<file path="config.mk">
export PLATFORM = sky130hd
export DESIGN_NAME = hwtd_out_stage
export DESIGN_NICKNAME = d
export VERILOG_FILES = /design/src/rtl/core/hwtd_pkg.sv /design/src/rtl/core/hwtd_out_stage.sv
export SDC_FILE = /design/constraint.sdc
export NUM_CORES = 1
export LEC_CHECK = 0
export BUFFER_PORTS_ARGS = -buffer_cell sky130_fd_sc_hd__buf_4
export CAP_MARGIN = 25
export CORE_MARGIN = 2
export CORE_UTILIZATION = 32
export CTS_BUF_LIST = sky130_fd_sc_hd__clkbuf_16
export DETAILED_ROUTE_END_ITERATION = 10
export PLACE_DENSITY = 0.6
export SLEW_MARGIN = 10
export SYNTH_ARGS = -nofsm -noshare
export SYNTH_HDL_FRONTEND = slang
export SYNTH_SLANG_ARGS = --single-unit
</file>
<file path="constraint.sdc">
create_clock -name clk -period 0.8 [get_ports clk]
set_clock_uncertainty 0.05 [all_clocks]
set_input_delay 0.16 -clock clk [delete_from_list [all_inputs] [get_ports clk]]
set_output_delay 0.16 -clock clk [all_outputs]
set_load 0.1 [all_outputs]
</file>
<file path="src/rtl/core/hwtd_pkg.sv">
`default_nettype none
package hwtd_pkg;

	// command codes
	localparam logic [1:0] CMD_INSERT = 2'd0;
	localparam logic [1:0] CMD_DECODE = 2'd1;
	localparam logic [1:0] CMD_CLEAR  = 2'd2;

	// result kinds
	localparam logic [1:0] KIND_SYM = 2'd0;
	localparam logic [1:0] KIND_ACK = 2'd1;
	localparam logic [1:0] KIND_ERR = 2'd2;

	// error codes
	localparam logic [1:0] ERR_NONE   = 2'd0;
	localparam logic [1:0] ERR_FULL   = 2'd1;
	localparam logic [1:0] ERR_BRANCH = 2'd2;
	localparam logic [1:0] ERR_LEN    = 2'd3;

	localparam int CODE_W = 32;

	typedef struct packed {
		logic [1:0]        command;
		logic [7:0]        symbol_in;
		logic [CODE_W-1:0] code_bits;
		logic [5:0]        code_length;
		logic [7:0]        data_byte;
		logic              end_of_stream;
	} in_item_t;

	typedef struct packed {
		logic [1:0] kind;
		logic [7:0] symbol_out;
		logic [1:0] error_code;
		logic       last;
	} result_t;

	// result events from the walk sequencer to the output stage
	typedef struct packed {
		logic    new_v;
		logic    fin;
		result_t res;
	} gen_t;

endpackage
`default_nettype wire

</file>
<file path="src/rtl/core/hwtd_out_stage.sv">
`default_nettype none
module hwtd_out_stage (
	input  wire logic             clk,
	input  wire logic             arst_n,
	input  wire hwtd_pkg::gen_t   gen,
	output logic                  strobe,
	output hwtd_pkg::result_t     result
);
	import hwtd_pkg::*;

	// one result is held back so the final one can carry last
	result_t pend_q;
	logic    pend_v_q;
	logic    strobe_q;
	result_t result_q;

	always_ff @(posedge clk or negedge arst_n) begin
		if (!arst_n) begin
			pend_v_q <= 1'b0;
			strobe_q <= 1'b0;
		end else begin
			if (gen.new_v || gen.fin) begin
				strobe_q <= pend_v_q;
			end else begin
				strobe_q <= 1'b0;
			end
			if (gen.new_v) begin
				pend_v_q <= 1'b1;
			end else if (gen.fin) begin
				pend_v_q <= 1'b0;
			end
		end
	end

	always_ff @(posedge clk) begin
		if (gen.new_v) begin
			pend_q <= gen.res;
			result_q <= '{kind: pend_q.kind, symbol_out: pend_q.symbol_out,
				error_code: pend_q.error_code, last: 1'b0};
		end else if (gen.fin) begin
			result_q <= '{kind: pend_q.kind, symbol_out: pend_q.symbol_out,
				error_code: pend_q.error_code, last: 1'b1};
		end
	end

	assign strobe = strobe_q;
	assign result = result_q;
endmodule
`default_nettype wire

</file>
Word level (Yosys, flattened, before mapping)
Index checks and enable logic that the tools add are counted.
{ "totals": {"ff_bits": 27, "latchBits": 0, "mem_bits_rw": 0, "rom_bits": 0, "inputBits": 17, "out_inout_bits": 14, "elab_cells": 16, "memories": 0} }
{ "op_classes": {"n_addsub": 0, "mul": 0, "div": 0, "order_cmp": 0, "n_eq_ne": 0, "shift": 0, "mux": 5, "n_bitwise": 0, "n_reduce_logical": 2} }
{ "ops": {"columns": ["operator", "n"], "rows": [
  ["two-way mux 13 bit", 2],
  ["two-way mux 1 bit", 3],
  ["nonzero test 2 bit", 1],
  ["logical OR 1 bit", 1]
]} }

Logic depth before layout (Yosys ltp)
{ "depth": {"word_depth": 2, "ltp_mapped": 3, "ltp_nobuf": 2} }

Worst setup path after synthesis
OpenSTA, ideal clock, no wires.
{ "synth_timing": {"path_kind": "register -> register", "start": "register result[0] (netlist name)", "end": "register result_q, in the netlist result[0]", "setup_time_ps": 66, "t_arrival_ps": 1127, "required_ps": 684, "path_slack_ps": -443, "stages_incl_launch_ff": 3, "path_buffers": 0, "synth_period_minus_slack_ps": 1243, "cell_sequence": "dfxtp_1 > nor2_1 > nor2_1"} }
{ "synth_rtl": {"columns": ["item", "line", "rtl"], "rows": [
  ["end signal: assignment", "hwtd_out_stage.sv:38", "result_q <= '{kind: pend_q.kind, symbol_out: pend_q.symbol_out,"],
  ["end signal: assignment", "hwtd_out_stage.sv:41", "result_q <= '{kind: pend_q.kind, symbol_out: pend_q.symbol_out,"],
  ["end: declaration", "hwtd_out_stage.sv:15", "result_t result_q;"]
]} }

Final worst setup path
{ "layout_timing": {"start": "register strobe_q, in the netlist strobe", "end": "output strobe"} }
{ "layout_rtl": {"columns": ["item", "line", "rtl"], "rows": [
  ["start: declaration", "hwtd_out_stage.sv:14", "logic strobe_q;"],
  ["start signal: assignment", "hwtd_out_stage.sv:23", "strobe_q <= pend_v_q;"],
  ["end: declaration", "hwtd_out_stage.sv:6", "output logic strobe,"]
]} }
No word-level cell between the ends.

==> flow_summary.json <==
{
  "power.density_nw_per_um2": 2540,
  "die_y_um": 58.7,
  "synth.avg_cell_area_um2": 20.4,
  "yosysSeqAreaShare_pct": 82.5,
  "clk_latency_ns": 0.25,
  "layout_common_cells": "edfxtp_1 (24), buf_4 (15), buf_6 (14)",
  "cpPeakStageDelay_ns": 0.48,
  "cp.depth": 1,
  "detail_route.wl_per_cell_um": 13.1,
  "seq_area_um2": 798,
  "post_drt_via_cell_ratio": 4.41,
  "n_fill_cell": 226,
  "multi_input_area_um2": 175,
  "finalHoldViolCount": 0,
  "synth_nets": 64,
  "clk_pin_slew_ns": 0.06,
  "detailed_place_hpwl_mm": 1.02,
  "fin_ws_ns": -0.321,
  "syn_to_final_growth_pct": 53.9,
  "gp_congestion": 0.645,
  "r2r_start": "pend_q[6]",
  "post_cts_buffers": 0,
  "cts.path.max_buffers": 2,
  "final_common_cell": "edfxtp_1",
  "crit_arrival_ns": 0.91,
  "startpoint_type": "register",
  "tightest_slew_ns": 0.256,
  "grt_pass1_vias": 486,
  "cp_max_fo": 1,
  "totalWireLength_mm": 1.52,
  "num_antenna_cells": 0,
  "period_share_pct": 140,
  "dpl.cell_count": 109,
  "first_pass_iters": 7,
  "max_freq_ghz": 0.892,
  "finalMaxSlewViolations": 0,
  "fin_crit_ns": 1.12,
  "p_total_w": 0.00374,
  "final_nets": 103,
  "antenna_found_initial": 0,
  "finish.utilization_pct": 52.6,
  "rsz0062_at_grt": "true",
  "ys_warn_count": 0,
  "outcome": "complete, but fails checks",
  "start_util_pct": 34.2,
  "overflow": 0,
  "crit_path_start": "strobe",
  "via_count": 512,
  "grtUsageTotal_pct": 9.53,
  "reg2reg_slack_ns": 0,
  "die_w_um": 58.7,
  "ios": 31,
  "layout-drive-gt1-share_pct": 58.8,
  "r2r_cells": 1,
  "detail-route-antenna-nets": 0,
  "grt_max_degree": 15,
  "yosys_register_bits": 27,
  "cts.sinks": 27,
  "grt_pass1_wl_mm": 2.29,
  "drc": 3,
  "root_buffer": "clkbuf_16",
  "crit_chain": "buf_12",
  "cts_tree": "built",
  "cp.required_ns": 0.59,
  "worstSetupEndpoint": "strobe",
  "critical-path-slowest-cell": "dfrtp_4",
  "port_buffers": 29,
  "ir_drop_mv": 1.05,
  "worstSetupPathType": "reg2out",
  "syn_area_um2": 958,
  "drv_cap": 0,
  "rows": 19,
  "worst-path-buf-inv": 1,
  "slew_headroom_pct": 82.9,
  "stdcell_count": 116,
  "cts-buffers-inserted": 3,
  "drt_iter0_drc": 10,
  "htreeDepth": 1,
  "cp_top_family": "flip-flops",
  "syn_inst": 47,
  "min_path_type": "in2reg",
  "die_area_um2": 3450,
  "endpoint_kind": "primary output",
  "core_um2": 2810,
  "setup_viol": 14,
  "violations": "DRC, setup timing",
  "power.leakage_nw": 0.614,
  "synth_cell_types": 11,
  "r2r_end": "result[6]"
}
what timing repair did:
item | 4_1_cts | 5_1_grt
hold buffers | 1 | 0
pin swaps | 1 | 0
resized for setup | 24 | 8
cloned | 0 | 2
hold endpoints to repair | 2 | 0
endpoints found under the setup margin | 30 | 35
sequential cells by signal, indices dropped and copies added (netlist names):
signal and cells:
result 13, pend_v_q 1, strobe 1, pend_q 12
stage by stage:
stage	hold slack (ns)	setup WS, ns	area, um^2	TNS, ns
6_report	0.0290	-0.321	1480	-3.44
3_5_place_dp	-0.104	-0.275	1220	-6.73
5_1_grt	0.0187	-0.341	1480	-4.13
3_3_place_gp	-0.106	-0.234	1220	-5.87
4_1_cts	0.0252	-0.328	1410	-3.58
2_1_floorplan	-0.186	-0.314	966	-5.98
Yosys cell counts:
cell,n,share of area [%]
a21o_1,1,0.78
buf_12,1,2.1
dfrtp_1,2,5.2
dfxtp_1,1,2.1
edfxtp_1,24,75
inv_1,2,0.78
nor2_1,2,0.78
nor2_4,1,1.2
nor2b_1,4,2.6
nor2b_2,7,6.4
nor2b_4,2,2.9
cell type report:
class | instances | share of cell area [%]
clock buffer | 3 | 5.09
timing repair inverter | 1 | 0.509
multi-input combinational | 17 | 11.9
inverter | 2 | 0.763
tap | 31 | 2.63
clock inverter | 1 | 0.254
sequential | 27 | 54.1
timing repair buffer | 34 | 24.8
report_power, final:
part	leakage [nW]	internal [W]	total [W]	switching, W
Sequential	0.274	0.00168	0.00173	0.0000515
Clock	0.0423	0.000667	0.00108	0.000415
Combinational	0.298	0.000295	0.000927	0.000632
Total	0.614	0.00264	0.00374	0.00110
routing by layer:
layer	vias to the layer above	track usage, %	wire length [um]
met4	0	6.82	38
met5	-	0	0
met2	18	15.6	822
li1	241	-	-
met3	2	2.64	72
met1	251	10.6	589
how the worst min path moves through the flow:
stage	start	end	slack, ns	cells after the start
final	gen[2]	pend_q[2]	0.03	1
after global routing	gen[5]	pend_q[5]	0.02	1
after CTS	gen[10]	pend_q[10]	0.03	1
after detailed placement	arst_n	pend_v_q	-0.10	1
after global placement	arst_n	pend_v_q	-0.11	1
after floorplan	arst_n	pend_v_q	-0.19	0
cell families (layout without fill, tap and decap cells):
kind of cell | count (synthesis) | after routing | synth area share [%]
flops | 27 | 27 | 82.5
compound gates | 1 | 1 | 0.784
buf+inv | 3 | 41 | 2.87
simple gates | 16 | 16 | 13.8
Power figures use the tool's default switching activity.
