File: src/rtl/core/hwtd_ram.sv
`default_nettype none
module hwtd_ram #(
	parameter int WIDTH = 8,
	parameter int DEPTH = 16
) (
	input  wire logic                     clk,
	input  wire logic                     we,
	input  wire logic [$clog2(DEPTH)-1:0] waddr,
	input  wire logic [WIDTH-1:0]         wdata,
	input  wire logic                     re,
	input  wire logic [$clog2(DEPTH)-1:0] raddr,
	output logic      [WIDTH-1:0]         rdata
);
	logic [WIDTH-1:0] mem [DEPTH];

	always_ff @(posedge clk) begin
		if (we) begin
			mem[waddr] <= wdata;
		end
		if (re) begin
			rdata <= mem[raddr];
		end
	end
endmodule
`default_nettype wire

File: config.mk
export PLATFORM = sky130hd
export DESIGN_NAME = hwtd_ram
export DESIGN_NICKNAME = d
export VERILOG_FILES = /design/src/rtl/core/hwtd_ram.sv
export SDC_FILE = /design/constraint.sdc
export NUM_CORES = 1
export LEC_CHECK = 0
export BUFFER_PORTS_ARGS = -buffer_cell sky130_fd_sc_hd__buf_4
export CAP_MARGIN = 40
export CORE_MARGIN = 4
export CORE_UTILIZATION = 55
export CTS_BUF_LIST = sky130_fd_sc_hd__clkbuf_8
export DETAILED_ROUTE_END_ITERATION = 10
export PLACE_DENSITY = 0.73
export SKIP_LAST_GASP = 1
export SYNTH_ARGS = -nofsm -noshare
export SYNTH_HDL_FRONTEND = slang
export SYNTH_SLANG_ARGS = --single-unit
File: constraint.sdc
create_clock -name clk -period 3.4 [get_ports clk]
set_input_delay 0.17 -clock clk [delete_from_list [all_inputs] [get_ports clk]]
set_output_delay 0.17 -clock clk [all_outputs]
set_load 0.02 [all_outputs]
== Yosys cells after proc, flatten, opt, wreduce, memory -nomap -nowiden ==
Memories as Yosys holds them, arrays and structs flattened. A register that Yosys moved wholly into a read port is not among the register bits.
Index checks and enable logic that the tools add are counted.
Word-level totals
  memory bits (writable): 128
  bits of input ports: 19
  flip-flop bits (word level): 0
  memories kept: 1
  output and inout port bits: 8
  logic and storage cells: 3
Cells by class
  multiplexer cells: 2
Memories
  mem: depth 16, bits a word 8, read ports 1, clocked after memory_dff 1, write ports 1, RTL line 14  | logic [WIDTH-1:0] mem [DEPTH];
Operators with widths (number)
  1-bit 2-to-1 mux: 2

== Depth between registers and ports, before layout ==
Gate-level depths: netlist of the first run.
  word-level depth: 2
  gate-level depth with buffers: 5
  mapped depth without buffers: 3

== Worst setup path after synthesis of the first run ==
No wires, ideal clock.
  path type: in2reg
  start: input port waddr[2]
  end: memory mem[0][0], enable pin
  arrival: 1.280 ns
  required time: 3.017 ns
  path slack: 1.737 ns
  stages on the path: 2
  setup time: 0.383 ns
  cells stage by stage: or3b_2 -> nor3_1
RTL lines
  start, declared: RTL line 8  | input wire logic [$clog2(DEPTH)-1:0] waddr,
  end, declared: RTL line 14
No word-level cell before the write port.

==> results of run 1 <==
-- layer usage --
layer	vias up	global-route usage (%)	wire, um
met5	-	0	0
met4	0	7.22	133
met3	12	4.23	552
met2	94	27.5	4580
met1	1241	27.1	4200
li1	1064	-	-
-- critical path: stages (launching register included) --
cell and delay, ps:
edfxtp_1 380, mux4_2 470, a22oi_1 300, nand2_1 80
-- cells in the final DEF, fill, tap and decap left out, types with 5 or more instances in the layout --
cell type  count
buf_4         36
clkbuf_8      17
mux4_1        14
clkinv_1       5
nand2_1        9
edfxtp_1     136
nor2_1        13
mux4_2        18
clkinv_2       5
a22oi_1       16
-- worst min path at each step --
stage	start	cells past startpoint	end	slack, ps
2_1_floorplan	wdata[0]	0	mem[0][0]	270
3_3_place_gp	wdata[3]	1	mem[14][3]	460
3_5_place_dp	wdata[3]	1	mem[15][3]	470
4_1_cts	wdata[3]	1	mem[15][3]	9
5_1_grt	wdata[3]	1	mem[7][3]	30
6_report	re	1	rdata[6]	50
-- power by group through the flow --
stage          Sequential, mW  Clock, mW  Combinational (mW)
6_report                 1.90       1.19               0.182
2_1_floorplan            1.94          0              0.0953
5_1_grt                  1.90       1.29               0.199
4_1_cts                  1.90       1.21               0.184
3_3_place_gp             1.93          0               0.176
3_5_place_dp             1.93          0               0.184
-- per-stage QoR --
stage          hold WS (ps)  utilization (%)  instance area [um^2]
5_1_grt                27.9             64.2                  5930
3_5_place_dp            472             60.4                  5580
4_1_cts                9.20             64.2                  5930
2_1_floorplan           269                -                  5230
3_3_place_gp            462             59.7                  5520
6_report               47.5             64.2                  5930
-- kinds of logic after synthesis --
family | Yosys count | share of synthesized area (%)
simple gates | 35 | 3.14
mux | 32 | 14.8
flops | 136 | 78.1
buf+inv | 10 | 1.65
compound gates | 16 | 2.30
-- state kept, by name, summed over array words and instances, names as in the netlist --
register	count
mem	128
rdata	8
-- cell type report --
type	instances	area (um^2)
Sequential cell	136	4080
Fill cell	613	3310
Multi-Input combinational cell	83	1070
Timing Repair Buffer	36	270
Clock buffer	17	234
Tap cell	129	161
Clock inverter	14	116
==> impl_metrics.toml, run 1 <==
[grt]
overflow = 0
grt_max_degree = 33
grt_usage_pct = 18.5
grt_pass1_vias = 2440
grt_pass1_wl_mm = 14.7
antenna_found_initial = 0

[setup_path]
r2r_start = "mem[11][7]"
start_kind = "register"
r2r_cells = 3
critPathKind = "register to register"
cp-end-kind = "register"
endpoint = "rdata[7]"
crit_fanout = 1
regToRegEndpoint = "rdata[7]"
cp-startpoint = "mem[11][7]"
required_ps = 3550
worstPathArrival_ps = 1640
r2r_setup_slack_ps = 1910

[pwr]
leakage_nw = 1.97
finalPower_mw = 3.27
p_per_area_nw_per_um2 = 550
power.internal_mw = 2.59
switching_power_mw = 0.675
clock_power_share_pct = 36.3
power_frac_seq_pct = 58.1
swShare_pct = 20.7
comb_power_share_pct = 5.6
peakVddDrop_v = 0.000264

[timing]
drv_slew = 0
rsz0062_at_grt = "no"
fin_tns_setup_ps = 0
min_period_ps = 1490
fin_ws_ps = 1910
worstMarginPinSlew_ps = 798
finalSetupViolations = 0
relSlewSlack_pct = 46.6
hold_viol_final = 0
clock_skew_ps = 12.4
fmax_ghz = 0.672
fin_crit_sh_pct = 43.7

[cts]
cts_buffers = 17
post_cts_resized = 0
clk_path_buf_depth = 2
clk_latency_ps = 420
ctsHoldBuffers = 0
cts_tree = "yes"
postCtsSetupRepairBufs = 0
cts_root_buf = "clkbuf_8"
cts_sinks = 136
htreeDepth = 4
cts.clk_slew.worst_paths_ps = 80

[yosys]
seq_area_frac_synth_pct = 78.1
synth_area_um2 = 5230
synthCells = 229
synth-seq-cells = 136
synth-warning-count = 0
yosysTopAreaCellShare_pct = 78.1
yosysUniqueCellTypes = 18
synth-edff-count = 136
synth_most_common_cell = "edfxtp_1"
ys.flop_type = "edfxtp_1"
synth.avg_cell_area_um2 = 22.8
synth_common_cells = "136 x edfxtp_1, 18 x mux4_2, 16 x a22oi_1"
yosysTopAreaCell = "edfxtp_1"
synth_nets = 248
async_flop_share_pct = 0
netlist_top_cells_area = "edfxtp_1 78%, mux4_2 7.8%, mux4_1 7.0%"

[route]
drcViolationCount = 0
first_iter_violations = 187
wire_per_inst_um = 22.8
avgViaCountPerCell = 5.81
drtAntennaViolNets = 0
drt-total-wl_mm = 9.47
dr.pass1.iters = 4
num_vias = 2411

[status]
status = "finished clean"

[place]
dp_cells = 384
dp_worst_setup_slack_ps = 1450
hpwl_mm = 6.12
place.gp.congestion = 0.751
port_buffers = 26

[die]
ios = 27
initial_core_util_pct = 56.6
core_um2 = 9240
row_count = 35
die_area_um2 = 11100
dieHeight_um = 105
die_x_um = 105

[layout]
diodes = 0
drive_gt1_share_pct = 28.7
fin_nets = 293
syn2layout_area_growth_pct = 13.5
final_cells = 415

[run]
maxCapViolCount = 0

[hold_path]
hold_path.class = "primary input to register"
(Power assumes the default switching activity.)
==> run 2, diff against run 1 <==
- clock period: 3.4 -> 1.5 ns (I/O delays scaled with it)
==> impl_metrics.toml, run 2 (same netlist as run 1, synthesis figures left out) <==
[place]
place.gp.congestion = 0.774
dp_cells = 400
hpwl_mm = 6.33
dp_worst_setup_slack_ps = -120
port_buffers = 26

[layout]
regMostFlops = "mem"
diodes = 0
final_cell_mix = "136 x edfxtp_1, 48 x buf_4, 19 x mux4_2"
fin_nets = 318
drive_gt1_share_pct = 34.2
largest_register_ffs = 128
syn2layout_area_growth_pct = 20.0
n_fill_cell = 560
reg_top3 = "mem (128), rdata (8)"
final_cells = 439
final_common_cell = "edfxtp_1"

[die]
row_count = 35
core_um2 = 9240
die_x_um = 105
dieHeight_um = 105
die_area_um2 = 11100
ios = 27
initial_core_util_pct = 56.6

[run]
maxCapViolCount = 0

[cts]
cts.clk_slew.worst_paths_ps = 70
htreeDepth = 4
cts_buffers = 17
clk_path_buf_depth = 2
clk_latency_ps = 420
cts_root_buf = "clkbuf_8"
cts_sinks = 136
cts_tree = "yes"

[timing]
finalSetupViolations = 0
hold_viol_final = 0
fin_ws_ps = 44.8
whs_ps = 186
worstMarginPinSlew_ps = 424
fmax_ghz = 0.687
clock_skew_ps = 8.13
fin_tns_setup_ps = 0
min_period_ps = 1460
relSlewSlack_pct = 71.7
fin_crit_sh_pct = 97.0
rsz0062_at_grt = "yes"
drv_slew = 0

[route]
num_vias = 2497
drtAntennaViolNets = 0
first_iter_violations = 274
wire_per_inst_um = 22.6
drcViolationCount = 0
avgViaCountPerCell = 5.69
drt-total-wl_mm = 9.92
dr.pass1.iters = 5

[setup_path]
cp_slowest_stage_delay_ps = 460
start_kind = "register"
cp_cell_sequence = "mux4_2 -> a22oi_1 -> nand2_1"
worstPathArrival_ps = 1620
crit_fanout = 1
cp-end-kind = "register"
required_ps = 1660
crit_slowest_cell = "mux4_2"
critPathKind = "register to register"

[grt]
grt_usage_pct = 19.6
grt_pass1_vias = 2688
grt_max_degree = 17
grt_pass1_wl_mm = 15.6
overflow = 0
antenna_found_initial = 0

[hold_path]
hold_path.class = "primary input to register"

[status]
status = "finished clean"

[pwr]
peakVddDrop_v = 0.000811
p_per_area_nw_per_um2 = 1260
leakage_nw = 2.12
finalPower_mw = 7.88
==> run 2: repair_timing <==
item                       CTS  global route
hold buffers                 9             0
pin swaps                    0             2
buffers inserted             0             0
gates resized for setup      2             4
hold endpoints to repair   136             0
setup endpoints to repair    2             5
==> run 2: final timing paths <==
kind / depth (start not counted) / slack [ps] / endpoint / from
worst max-delay path: 3 / 40 / rdata[7] / mem[8][7]
worst min register to register: 3 / 750 / rdata[4] / mem[14][4]
worst min-delay path: 3 / 190 / mem[0][1] / waddr[0]
worst max register to register: 3 / 40 / rdata[7] / mem[8][7]
==> run 2: area by class of cell <==
cell class | count | area (um^2) | area share, %
Sequential cell | 136 | 4080 | 65.1
Multi-Input combinational cell | 83 | 1080 | 17.3
Timing Repair Buffer | 61 | 531 | 8.46
Clock buffer | 17 | 234 | 3.73
Clock inverter | 13 | 180 | 2.87
Tap cell | 129 | 161 | 2.57
==> run 2: through the flow <==
step                      instance area (um^2)  util, %
after floorplan                           5230        -
after global placement                    5750     62.2
after detailed placement                  5750     62.2
after CTS                                 6260     67.8
after global routing                      6270     67.9
final                                     6270     67.9
==> run 2: where the power goes <==
part	internal, mW	switching (mW)	leakage, nW	total [mW]
clock network	1.78	1.31	0.195	3.10
registers	4.28	0.0256	1.24	4.30
logic	0.230	0.250	0.685	0.480
total	6.29	1.59	2.12	7.88
==> run 2: metal layers <==
| metal | GRT usage, % | up-vias | wire [um] |
|---|---|---|---|
| li1 | - | 1113 | - |
| met1 | 26.0 | 1283 | 4050 |
| met2 | 32.1 | 87 | 5190 |
| met3 | 5.45 | 14 | 524 |
| met4 | 6.29 | 0 | 152 |
| met5 | 0 | - | 0 |
==> run 2: worst max-delay path: cells and delay by family, from the launching register on <==
family / cells / cell delay [ps]
AOI/OAI and AO/OA: 1 / 270
DFF: 1 / 380
muxes: 1 / 460
and+or+nand+nor: 1 / 100
